## config.mk

```make
export PLATFORM = sky130hd
export DESIGN_NAME = base58_decode_key_top
export DESIGN_NICKNAME = d
export VERILOG_FILES = /design/src/b58dk_pkg.sv /design/src/b58dk_acc.sv /design/src/base58_decode_key_top.sv
export SDC_FILE = /design/constraint.sdc
export NUM_CORES = 1
export LEC_CHECK = 0
export BUFFER_PORTS_ARGS = -buffer_cell sky130_fd_sc_hd__buf_2
export CORE_ASPECT_RATIO = 0.5
export CORE_MARGIN = 2
export CORE_UTILIZATION = 25
export DETAILED_ROUTE_END_ITERATION = 6
export SLEW_MARGIN = 10
export SYNTH_ARGS = -nofsm -noshare
export SYNTH_HDL_FRONTEND = slang
export SYNTH_SLANG_ARGS = --single-unit
```

## constraint.sdc

```tcl
create_clock -name clk -period 4.6 [get_ports clk]
set_input_delay 0.46 -clock clk [delete_from_list [all_inputs] [get_ports clk]]
set_output_delay 0.46 -clock clk [all_outputs]
set_load 0.05 [all_outputs]
```

## src/b58dk_pkg.sv

```systemverilog
`timescale 1ns / 1ps
// Package for the base58 key decoder: sizes, status and state codes, the
// accumulator control bundle and the character-to-digit map. No dependencies.
package b58dk_pkg;

  localparam int KEY_BYTES = 32;
  localparam int MAX_CHARS = 44;

  localparam int ACC_W     = KEY_BYTES * 8;
  localparam int BI_W      = (KEY_BYTES > 1) ? $clog2(KEY_BYTES) : 1;
  localparam int CNT_W     = $clog2(MAX_CHARS + 2);
  localparam int ZR_W      = $clog2(KEY_BYTES + 1);
  localparam int CMP_W     = (CNT_W > ZR_W) ? CNT_W : ZR_W;
  localparam int WORD_W    = 64;
  localparam int IDX_W     = 2;
  localparam int RAW_WORDS = (KEY_BYTES + 7) / 8;
  localparam int NUM_WORDS = (RAW_WORDS > 4) ? 4 : RAW_WORDS;

  localparam logic [7:0] BASE     = 8'd58;
  localparam logic [7:0] CHAR_ONE = 8'h31;

  typedef enum logic [2:0] {
    ST_OK       = 3'd0,
    ST_LONG     = 3'd1,
    ST_BADCHAR  = 3'd2,
    ST_OVERFLOW = 3'd3,
    ST_LEADING  = 3'd4
  } status_t;

  typedef enum logic [1:0] {
    S_IDLE,
    S_FOLD,
    S_CHECK,
    S_EMIT
  } state_t;

  typedef struct packed {
    logic load;
    logic step;
    logic fold_en;
    logic shift_word;
    logic clear;
  } acc_ctrl_t;

  // Returns {bad, digit}; bad is set for a byte outside the alphabet.
  function automatic logic [6:0] digit_of(input logic [7:0] c);
    logic [6:0] r;
    r = 7'b1000000;
    if (c >= 8'h31 && c <= 8'h39) r = {1'b0, 6'(c - 8'h31)};
    else if (c >= 8'h41 && c <= 8'h48) r = {1'b0, 6'(c - 8'h41 + 8'd9)};
    else if (c >= 8'h4A && c <= 8'h4E) r = {1'b0, 6'(c - 8'h4A + 8'd17)};
    else if (c >= 8'h50 && c <= 8'h5A) r = {1'b0, 6'(c - 8'h50 + 8'd22)};
    else if (c >= 8'h61 && c <= 8'h6B) r = {1'b0, 6'(c - 8'h61 + 8'd33)};
    else if (c >= 8'h6D && c <= 8'h7A) r = {1'b0, 6'(c - 8'h6D + 8'd44)};
    return r;
  endfunction

endpackage

```

## src/b58dk_acc.sv

```systemverilog
`timescale 1ns / 1ps
// Byte-serial big-endian accumulator: multiplies by 58 and adds a digit one
// byte per cycle while step is set, counts leading zero bytes, and shifts out
// 64-bit words. Depends on b58dk_pkg.
module b58dk_acc (
  input  logic                           clk,
  input  logic                           rst_n,
  input  b58dk_pkg::acc_ctrl_t           ctrl,
  input  logic [5:0]                     digit,
  output logic [5:0]                     carry,
  output logic [b58dk_pkg::ZR_W-1:0]     zero_run,
  output logic [b58dk_pkg::WORD_W-1:0]   top_word
);
  import b58dk_pkg::*;

  logic [ACC_W-1:0] acc_r, acc_nxt;
  logic [5:0]       carry_r, carry_nxt;
  logic [ZR_W-1:0]  zr_r, zr_nxt;
  logic [7:0]       cur_byte, new_byte;
  logic [13:0]      prod;

  assign cur_byte = acc_r[7:0];
  assign prod     = 14'(cur_byte) * 14'(BASE) + 14'(carry_r);
  assign new_byte = ctrl.fold_en ? prod[7:0] : cur_byte;

  always_comb begin
    acc_nxt   = acc_r;
    carry_nxt = carry_r;
    zr_nxt    = zr_r;
    if (ctrl.clear) begin
      acc_nxt = '0;
    end else if (ctrl.shift_word) begin
      acc_nxt = acc_r << WORD_W;
    end else if (ctrl.step) begin
      acc_nxt = {new_byte, acc_r[ACC_W-1:8]};
      if (ctrl.fold_en) begin
        carry_nxt = prod[13:8];
      end
      zr_nxt = (new_byte == 8'd0) ? zr_r + ZR_W'(1) : '0;
    end
    if (ctrl.load) begin
      carry_nxt = digit;
      zr_nxt    = '0;
    end
  end

  always_ff @(posedge clk) begin
    if (!rst_n) begin
      acc_r   <= '0;
      carry_r <= '0;
      zr_r    <= '0;
    end else begin
      acc_r   <= acc_nxt;
      carry_r <= carry_nxt;
      zr_r    <= zr_nxt;
    end
  end

  assign carry    = carry_r;
  assign zero_run = zr_r;
  assign top_word = acc_r[ACC_W-1 -: WORD_W];

endmodule

```

## src/base58_decode_key_top.sv

```systemverilog
`timescale 1ns / 1ps
// Base58 (Bitcoin alphabet) key decoder. Each input beat carries one character;
// it is accepted in S_IDLE, folded in S_FOLD by the byte-serial multiply by 58
// over the accumulator and checked in S_CHECK; in_stall is high outside S_IDLE.
// After the final character the key leaves as four 64-bit beats, most
// significant first, or as one error beat. Depends on b58dk_pkg and b58dk_acc.
module base58_decode_key_top (
  input  logic        clk,
  input  logic        rst_n,
  input  logic        in_valid,
  output logic        in_stall,
  input  logic [7:0]  in_char_code,
  input  logic        in_last_char,
  output logic        out_valid,
  input  logic        out_stall,
  output logic [63:0] out_key_word,
  output logic [1:0]  out_word_index,
  output logic [2:0]  out_status,
  output logic        out_last_word
);
  import b58dk_pkg::*;

  state_t          state_r, state_nxt;
  logic [CNT_W-1:0] cnt_r, cnt_nxt, lead_r, lead_nxt;
  logic            prefix_r, prefix_nxt;
  status_t         err_r, err_nxt, status_r, status_nxt;
  logic            fold_r, fold_nxt, last_r, last_nxt;
  logic [BI_W-1:0] bi_r, bi_nxt;
  logic [IDX_W-1:0] idx_r, idx_nxt;
  logic [6:0]      dmap;
  logic [5:0]      carry;
  logic [ZR_W-1:0] zero_run;
  logic [WORD_W-1:0] top_word;
  acc_ctrl_t       ctrl;
  logic            in_acc, out_acc, final_word, overflow;

  assign in_acc     = in_valid && !in_stall;
  assign out_acc    = out_valid && !out_stall;
  assign dmap       = digit_of(in_char_code);
  assign final_word = (status_r != ST_OK) || (idx_r == IDX_W'(NUM_WORDS - 1));
  assign overflow   = fold_r && (carry != 6'd0);

  b58dk_acc u_acc (
    .clk      (clk),
    .rst_n    (rst_n),
    .ctrl     (ctrl),
    .digit    (dmap[5:0]),
    .carry    (carry),
    .zero_run (zero_run),
    .top_word (top_word)
  );

  always_comb begin
    state_nxt = state_r;
    unique case (state_r)
      S_IDLE:  if (in_acc) state_nxt = S_FOLD;
      S_FOLD:  if (bi_r == BI_W'(KEY_BYTES - 1)) state_nxt = S_CHECK;
      S_CHECK: state_nxt = last_r ? S_EMIT : S_IDLE;
      S_EMIT:  if (out_acc && final_word) state_nxt = S_IDLE;
      default: state_nxt = S_IDLE;
    endcase
  end

  always_comb begin
    cnt_nxt    = cnt_r;
    lead_nxt   = lead_r;
    prefix_nxt = prefix_r;
    err_nxt    = err_r;
    status_nxt = status_r;
    fold_nxt   = fold_r;
    last_nxt   = last_r;
    bi_nxt     = bi_r;
    idx_nxt    = idx_r;
    ctrl       = '0;
    ctrl.fold_en = fold_r;
    unique case (state_r)
      S_IDLE: begin
        if (in_acc) begin
          last_nxt = in_last_char;
          fold_nxt = 1'b0;
          bi_nxt   = '0;
          ctrl.load = 1'b1;
          if (cnt_r <= CNT_W'(MAX_CHARS)) cnt_nxt = cnt_r + CNT_W'(1);
          if (cnt_nxt <= CNT_W'(MAX_CHARS) && err_r == ST_OK) begin
            if (prefix_r && in_char_code == CHAR_ONE) begin
              lead_nxt = lead_r + CNT_W'(1);
            end else begin
              prefix_nxt = 1'b0;
              if (dmap[6]) err_nxt = ST_BADCHAR;
              else fold_nxt = 1'b1;
            end
          end
        end
      end
      S_FOLD: begin
        ctrl.step = 1'b1;
        bi_nxt = bi_r + BI_W'(1);
      end
      S_CHECK: begin
        if (overflow) err_nxt = ST_OVERFLOW;
        idx_nxt = '0;
        priority if (cnt_r > CNT_W'(MAX_CHARS)) status_nxt = ST_LONG;
        else if (overflow) status_nxt = ST_OVERFLOW;
        else if (err_r != ST_OK) status_nxt = err_r;
        else if (CMP_W'(zero_run) < CMP_W'(lead_r)) status_nxt = ST_LEADING;
        else status_nxt = ST_OK;
        if (last_r && status_nxt != ST_OK) ctrl.clear = 1'b1;
      end
      S_EMIT: begin
        if (out_acc) begin
          if (final_word) begin
            ctrl.clear = 1'b1;
            cnt_nxt    = '0;
            lead_nxt   = '0;
            prefix_nxt = 1'b1;
            err_nxt    = ST_OK;
          end else begin
            ctrl.shift_word = 1'b1;
            idx_nxt = idx_r + IDX_W'(1);
          end
        end
      end
      default: ;
    endcase
  end

  always_comb begin
    in_stall       = (state_r != S_IDLE);
    out_valid      = (state_r == S_EMIT);
    out_key_word   = top_word;
    out_word_index = idx_r;
    out_status     = status_r;
    out_last_word  = final_word;
  end

  always_ff @(posedge clk) begin
    if (!rst_n) begin
      state_r  <= S_IDLE;
      cnt_r    <= '0;
      lead_r   <= '0;
      prefix_r <= 1'b1;
      err_r    <= ST_OK;
      status_r <= ST_OK;
      fold_r   <= 1'b0;
      last_r   <= 1'b0;
      bi_r     <= '0;
      idx_r    <= '0;
    end else begin
      state_r  <= state_nxt;
      cnt_r    <= cnt_nxt;
      lead_r   <= lead_nxt;
      prefix_r <= prefix_nxt;
      err_r    <= err_nxt;
      status_r <= status_nxt;
      fold_r   <= fold_nxt;
      last_r   <= last_nxt;
      bi_r     <= bi_nxt;
      idx_r    <= idx_nxt;
    end
  end

endmodule
```

# [Yosys cells after proc, flatten, opt, wreduce, memory -nomap -nowiden]
# Index checks and enable logic that the tools add are counted.
[word_totals] word_cells=181 reg_bits=298 input_bits=13 out_inout_bits=72
[classes] add_sub_neg=17 n_bitwise=3 n_eq_ne=19 magnitude_cmp=16 multipliers=1 muxes=67 reduce_logical=44
[ops] cell="2-to-1 mux 256 bit" n=2
[ops] cell="2-to-1 mux 6 bit" n=15
[ops] cell="2-to-1 mux 7 bit" n=6
[ops] cell="greater-or-equal comparator 8 x 7 -> 1 bit, second input constant" n=5
[ops] cell="less-or-equal comparator 8 x 7 -> 1 bit, second input constant" n=5
[ops] cell="2-to-1 mux 3 bit" n=12
[ops] cell="case mux 6 bit (2 select lines)" n=2
[ops] cell="adder 6 x 1 -> 6 bit, second input constant" n=3
[ops] cell="subtractor 6 bit, second input constant" n=3
[ops] cell="inequality test 2 bit, second input constant" n=8
[ops] cell="2-to-1 mux 1 bit" n=15
[ops] cell="adder 14 x 6 -> 14 bit" n=1
[ops] cell="2-to-1 mux 2 bit" n=7
[ops] cell="nonzero test 2 bit" n=7
[ops] cell="logical AND 1 bit" n=13
[ops] cell="multiplier 8 x 5 -> 13 bit, second input constant" n=1
[ops] cell="adder 6 x 5 -> 6 bit, second input constant" n=2
[ops] cell="adder 6 bit, second input constant" n=2
[ops] cell="less-or-equal comparator 6 bit, second input constant" n=2
[ops] cell="AND reduction 6 bit" n=2
[ops] cell="nonzero test 3 bit" n=4
[ops] cell="inequality test 2 x 1 -> 1 bit, second input constant" n=5
[ops] cell="case mux 5 bit (2 select lines)" n=1
[ops] cell="case mux 3 bit (3 select lines)" n=1
[ops] cell="32 further kinds" n=43

# [Depth between registers and ports, before layout]
[logic_depth] depth_word=13 depth_mapped=16 mapped_depth_nobuf=16

# [Hierarchy]
# A second synthesis with hierarchy kept.
[unflattened] cells_unflattened=1907 hier_area_um2=15777.6
[by_module_without_submodules] module="b58dk_acc" cells_per_inst=1569 instances=1 area_each_um2=13274.0
[by_module_without_submodules] module="base58_decode_key_top" cells_per_inst=338 instances=1 area_each_um2=2503.7

# [Worst setup path after synthesis]
# Ideal clock, no wire load.
[synth_timing] kind="reg-to-reg" start="register u_acc.acc_r[1]" end="register u_acc.carry_r[4], in the netlist u_acc.carry[4]" t_required_ns=4.475 path_stages_with_launch=14 setup_slack_ns=0.712 setup_time_ns=0.125 t_arrival_ns=3.763 path_cell_list="dfxtp_1 -> inv_1 -> fa_1 -> inv_1 -> ha_1 -> fa_1 -> ha_1 -> nor2b_1 -> o31a_1 -> a21o_1 -> or4_1 -> o31a_1 -> nor3_1 -> o32ai_1"
[synth_via] elab_chain_cells=7
[synth_lines] element="from (decl)" line="b58dk_acc.sv:16" source="logic [ACC_W-1:0] acc_r, acc_nxt;"
[synth_lines] element="from (signal assigned)" line="b58dk_acc.sv:53" source="acc_r <= acc_nxt;"
[synth_lines] element="multiplier 8 x 5 -> 13 bit" line="b58dk_acc.sv:23" source="assign prod = 14'(cur_byte) * 14'(BASE) + 14'(carry_r);"
[synth_lines] element="adder 14 x 6 -> 14 bit" line="b58dk_acc.sv:23"
[synth_lines] element="2-to-1 mux 6 bit" line="b58dk_acc.sv:36" source="if (ctrl.fold_en) begin"
[synth_lines] element="2-to-1 mux 6 bit" line="b58dk_acc.sv:34" source="end else if (ctrl.step) begin"
[synth_lines] element="2-to-1 mux 6 bit" line="b58dk_acc.sv:32" source="end else if (ctrl.shift_word) begin"
[synth_lines] element="2-to-1 mux 6 bit" line="b58dk_acc.sv:30" source="if (ctrl.clear) begin"
[synth_lines] element="2-to-1 mux 6 bit" line="b58dk_acc.sv:41" source="if (ctrl.load) begin"
[synth_lines] element="to (signal assigned)" line="b58dk_acc.sv:54" source="carry_r <= carry_nxt;"
[synth_lines] element="to (decl)" line="b58dk_acc.sv:17" source="logic [5:0] carry_r, carry_nxt;"
# No other way between the ends. The select of a mux whose other input is x is not followed.
# A chain may end at the register's enable or synchronous reset.

# [Worst setup path in the final report]
[layout_timing] start="register u_acc.acc_r[0]" end="register u_acc.carry_r[5], in the netlist u_acc.carry[5]"
# The elaborated chain is that of the path after synthesis.

==> metrics.txt <==
# TYPE chip_impl_metric gauge
chip_impl_info{name="status",value="complete, no violations"} 1
chip_impl_metric{name="final_critical_path_setup_slack",unit="ps"} 404
chip_impl_metric{name="worstPathArrival",unit="ps"} 4610
chip_impl_metric{name="final.fill_count",unit=""} 6273
chip_impl_metric{name="worst_r2r_path_depth",unit=""} 16
chip_impl_metric{name="required",unit="ps"} 5010
chip_impl_metric{name="die_height",unit="um"} 177
chip_impl_metric{name="viasPerCell",unit=""} 5.13
chip_impl_metric{name="start_util",unit=""} 0.253
chip_impl_metric{name="power_switching_share",unit=""} 0.240
chip_impl_metric{name="pwr-share-comb",unit=""} 0.058
chip_impl_metric{name="power.share.sequential",unit=""} 0.453
chip_impl_metric{name="timing.critical_path.fanout_max",unit=""} 6
chip_impl_metric{name="clk_transition_reported_paths",unit="ps"} 60
chip_impl_metric{name="period_needed",unit="ps"} 4200
chip_impl_metric{name="setup_tns",unit="ps"} 0
chip_impl_info{name="hold_end",value="last_r"} 1
chip_impl_info{name="worstSetupStartpoint",value="u_acc.acc_r[0]"} 1
chip_impl_metric{name="hpwlAfterDp",unit="mm"} 25.8
chip_impl_metric{name="placedInstanceArea",unit="mm2"} 0.0156
chip_impl_info{name="critical_path.reg2reg.startpoint",value="u_acc.acc_r[0]"} 1
chip_impl_metric{name="clock-skew-final",unit="ps"} 28.4
chip_impl_metric{name="setup_violations",unit=""} 0
chip_impl_metric{name="vias_in_the_first_global_route",unit=""} 11400
chip_impl_info{name="cts_tree",value="done"} 1
chip_impl_metric{name="multiInputGateArea",unit="mm2"} 0.00787
chip_impl_info{name="rsz0062_at_grt",value="false"} 1
chip_impl_metric{name="grt_antenna_before_repair",unit=""} 0
chip_impl_info{name="hp-class",value="in -> reg"} 1
chip_impl_metric{name="core.rowCount",unit=""} 63
chip_impl_metric{name="reg2reg_setup_slack",unit="ps"} 400
chip_impl_metric{name="finish.cell_count_without_fillers",unit=""} 2459
chip_impl_metric{name="synthesized_area_per_cell",unit="um2"} 8.78
chip_impl_metric{name="p_clk_frac",unit=""} 0.489
chip_impl_metric{name="final-max-slew-violation-count",unit=""} 0
chip_impl_metric{name="gr-usage-all-layers",unit=""} 0.126
chip_impl_info{name="crit_path_start_kind",value="flip-flop"} 1
chip_impl_info{name="most_frequent_standard_cell_in_the_layout_excluding_fill_and_tap_cells",value="dfxtp_1"} 1
chip_impl_metric{name="synthesis.instances",unit=""} 1713
chip_impl_metric{name="cts_setup_buffers",unit=""} 0
chip_impl_metric{name="slew_headroom",unit=""} 0.310
chip_impl_metric{name="min_delay_path_depth",unit=""} 3
chip_impl_metric{name="timing.max_cap.violations",unit=""} 0
chip_impl_metric{name="drive_above_1_share",unit=""} 0.0996
chip_impl_metric{name="design.final.nets",unit=""} 1704
chip_impl_metric{name="synth_sequential_area_ratio",unit=""} 0.395
chip_impl_metric{name="cts_htree_levels",unit=""} 2
chip_impl_metric{name="drcViolationCount",unit=""} 0
chip_impl_metric{name="synth_edf_count",unit=""} 0
chip_impl_info{name="reg2reg_to",value="u_acc.carry[5]"} 1
chip_impl_metric{name="drt-wirelength-per-cell",unit="um"} 16.7
chip_impl_metric{name="synthesis.yosys.warnings",unit=""} 0
chip_impl_info{name="predominant_post_synthesis_flop_cell",value="dfxtp_1"} 1
chip_impl_metric{name="power_report.internal_total",unit="mW"} 4.36
chip_impl_info{name="crit_path_end_kind",value="flip-flop"} 1
chip_impl_metric{name="port_buffers",unit=""} 84
chip_impl_metric{name="numClockSinks",unit=""} 297
chip_impl_info{name="clk_root_buffer_cell",value="clkbuf_16"} 1
chip_impl_metric{name="cell_pwr_density",unit="mW/mm2"} 343
chip_impl_metric{name="seqCellArea",unit="mm2"} 0.00595
chip_impl_metric{name="grt_first_pass_wirelength",unit="mm"} 64.3
chip_impl_info{name="criticalPathCategory",value="reg -> reg"} 1
chip_impl_metric{name="detail_route.iter0.violations",unit=""} 1210
chip_impl_metric{name="fp.dieArea",unit="mm2"} 0.0623
chip_impl_metric{name="ioPinCount",unit=""} 85
chip_impl_metric{name="syn2layout_area_growth",unit="%"} 11.4
chip_impl_metric{name="placed_cells_incl_taps",unit=""} 2401
chip_impl_metric{name="globalRouteOverflowTotal",unit=""} 0
chip_impl_metric{name="via_count",unit=""} 12600
chip_impl_metric{name="syn-num-nets",unit=""} 1792
chip_impl_info{name="hold_path_startpoint",value="in_last_char"} 1
chip_impl_metric{name="layout.cell_area.non_filler",unit="mm2"} 0.0168
chip_impl_metric{name="tightest_slew",unit="ps"} 1030
chip_impl_metric{name="layout_worst_path_cycle_share",unit=""} 0.912
chip_impl_metric{name="post-place-ws",unit="ps"} 440
chip_impl_metric{name="number_of_antenna_diodes",unit=""} 0
chip_impl_metric{name="drt-total-wl",unit="mm"} 41.0
chip_impl_metric{name="numCtsBuffers",unit=""} 34
chip_impl_metric{name="yosys.cell_types.count",unit=""} 64
chip_impl_metric{name="synth.ff_latch_count",unit=""} 297
chip_impl_metric{name="cellLeakagePower",unit="nW"} 6.31
chip_impl_metric{name="die_x",unit="um"} 351
chip_impl_metric{name="cts_resized",unit=""} 0
chip_impl_metric{name="netSwitchingPower",unit="mW"} 1.38
chip_impl_metric{name="first_pass_iters",unit=""} 7
chip_impl_metric{name="postCtsHoldBufs",unit=""} 0
chip_impl_metric{name="weighted_congestion_reported_at_the_end_of_routability_driven_placement",unit=""} 0.890
chip_impl_metric{name="worst_case_vdd_ir_drop",unit="mV"} 0.200
chip_impl_metric{name="final_antenna_net_count",unit=""} 0
chip_impl_metric{name="syn_area",unit="mm2"} 0.0150
chip_impl_metric{name="final_hold_violation_count",unit=""} 0
chip_impl_metric{name="hold-worst-slack",unit="ps"} 222
chip_impl_metric{name="pin_count_of_the_biggest_net_entering_global_routing",unit=""} 187
chip_impl_metric{name="clkLatencyLatePin",unit="ps"} 530
chip_impl_info{name="most-common-layout-cells",value="dfxtp_1, a21oi_1, nor3_1, a22o_1, buf_2"} 1
chip_impl_metric{name="clock.fmax",unit="GHz"} 0.238
chip_impl_metric{name="buffer_levels_on_the_longest_clock_path",unit=""} 3
chip_impl_metric{name="synth-async-reset-ratio",unit=""} 0
chip_impl_metric{name="floorplan.core_area",unit="mm2"} 0.0594
## flip-flops by register name, summed over array words and instances (netlist names)
register and flops:
fold_r 1, bi_r 5, out_word_index 2, state_r 2, prefix_r 1, err_r 2
u_acc.zero_run 6, out_status 3, u_acc.carry 6, u_acc.acc_r 256, last_r 1, cnt_r 6
lead_r 6
## cell type report
type,count,area share
clock inverter,13,0.0117
timing repair buffer,96,0.0357
inverter,50,0.0112
clock buffer,45,0.0569
tap,812,0.0606
sequential,297,0.355
multi-input combinational,1146,0.469
## critical path, stage by stage, from the launching register on
cell and delay, ps:
dfxtp_1 450, inv_1 130, fa_1 540, inv_1 40, ha_1 280, ha_1 300
inv_1 70, fa_1 540, inv_1 40, ha_1 300, o21a_1 120, o31a_1 150
o21ai_0 130, nor3_1 430, nand4b_1 180, xnor2_1 160, o2111a_1 220
## cells by family after synthesis
logic type      synth area share
fa+ha+maj                 0.0609
simple gates               0.157
buf+inv                   0.0846
xor+xnor                  0.0151
mux                       0.0419
flops                      0.395
compound gates             0.246
## metal layers
| layer | wire (um) | global-route usage |
|---|---|---|
| met5 | 0 | 0 |
| met4 | 1470 | 0.0494 |
| met3 | 1450 | 0.0159 |
| met2 | 18700 | 0.201 |
| met1 | 19400 | 0.171 |
## power groups by stage
stage          Combinational [mW]  Sequential, mW  Clock [mW]
5_1_grt                     0.364            2.60        2.95
3_5_place_dp                0.332            2.66           0
4_1_cts                     0.333            2.60        2.86
6_report                    0.335            2.60        2.81
3_3_place_gp                0.333            2.66           0
2_1_floorplan               0.256            2.65           0
## Yosys cell counts, types with 8 or more instances
cell,count,share of area
nand2_1,54,0.013
nand3_1,18,0.0060
o21ai_0,32,0.011
ha_1,54,0.045
dfxtp_1,297,0.40
clkbuf_1,140,0.035
a22o_1,186,0.11
nor2_1,41,0.010
nand4_1,9,0.0037
nor2b_1,14,0.0058
inv_1,50,0.012
nor4_1,70,0.029
a21oi_1,226,0.075
o21a_1,11,0.0055
a21boi_0,10,0.0050
nor3_1,204,0.068
xor2_1,10,0.0058
buf_4,64,0.032
xnor2_1,16,0.0093
fa_1,12,0.016
mux2i_1,63,0.042
a211oi_1,8,0.0040
buf_2,8,0.0027
## stage by stage
stage          utilization  power (mW)
6_report             0.282        5.74
5_1_grt              0.282        5.92
4_1_cts              0.282        5.80
3_5_place_dp         0.263        2.99
3_3_place_gp         0.263        2.99
2_1_floorplan            -        2.91
## worst max path at each step
stage | endpoint | slack (ps) | cells after the start
after global placement | u_acc.carry[4] | 510 | 15
after global routing | u_acc.carry[4] | 70 | 15
after floorplan | u_acc.carry[4] | 710 | 13
after CTS | u_acc.carry[4] | 420 | 15
final | u_acc.carry[5] | 400 | 16
after detailed placement | u_acc.carry[4] | 440 | 15
Power figures use the tool's default switching activity.
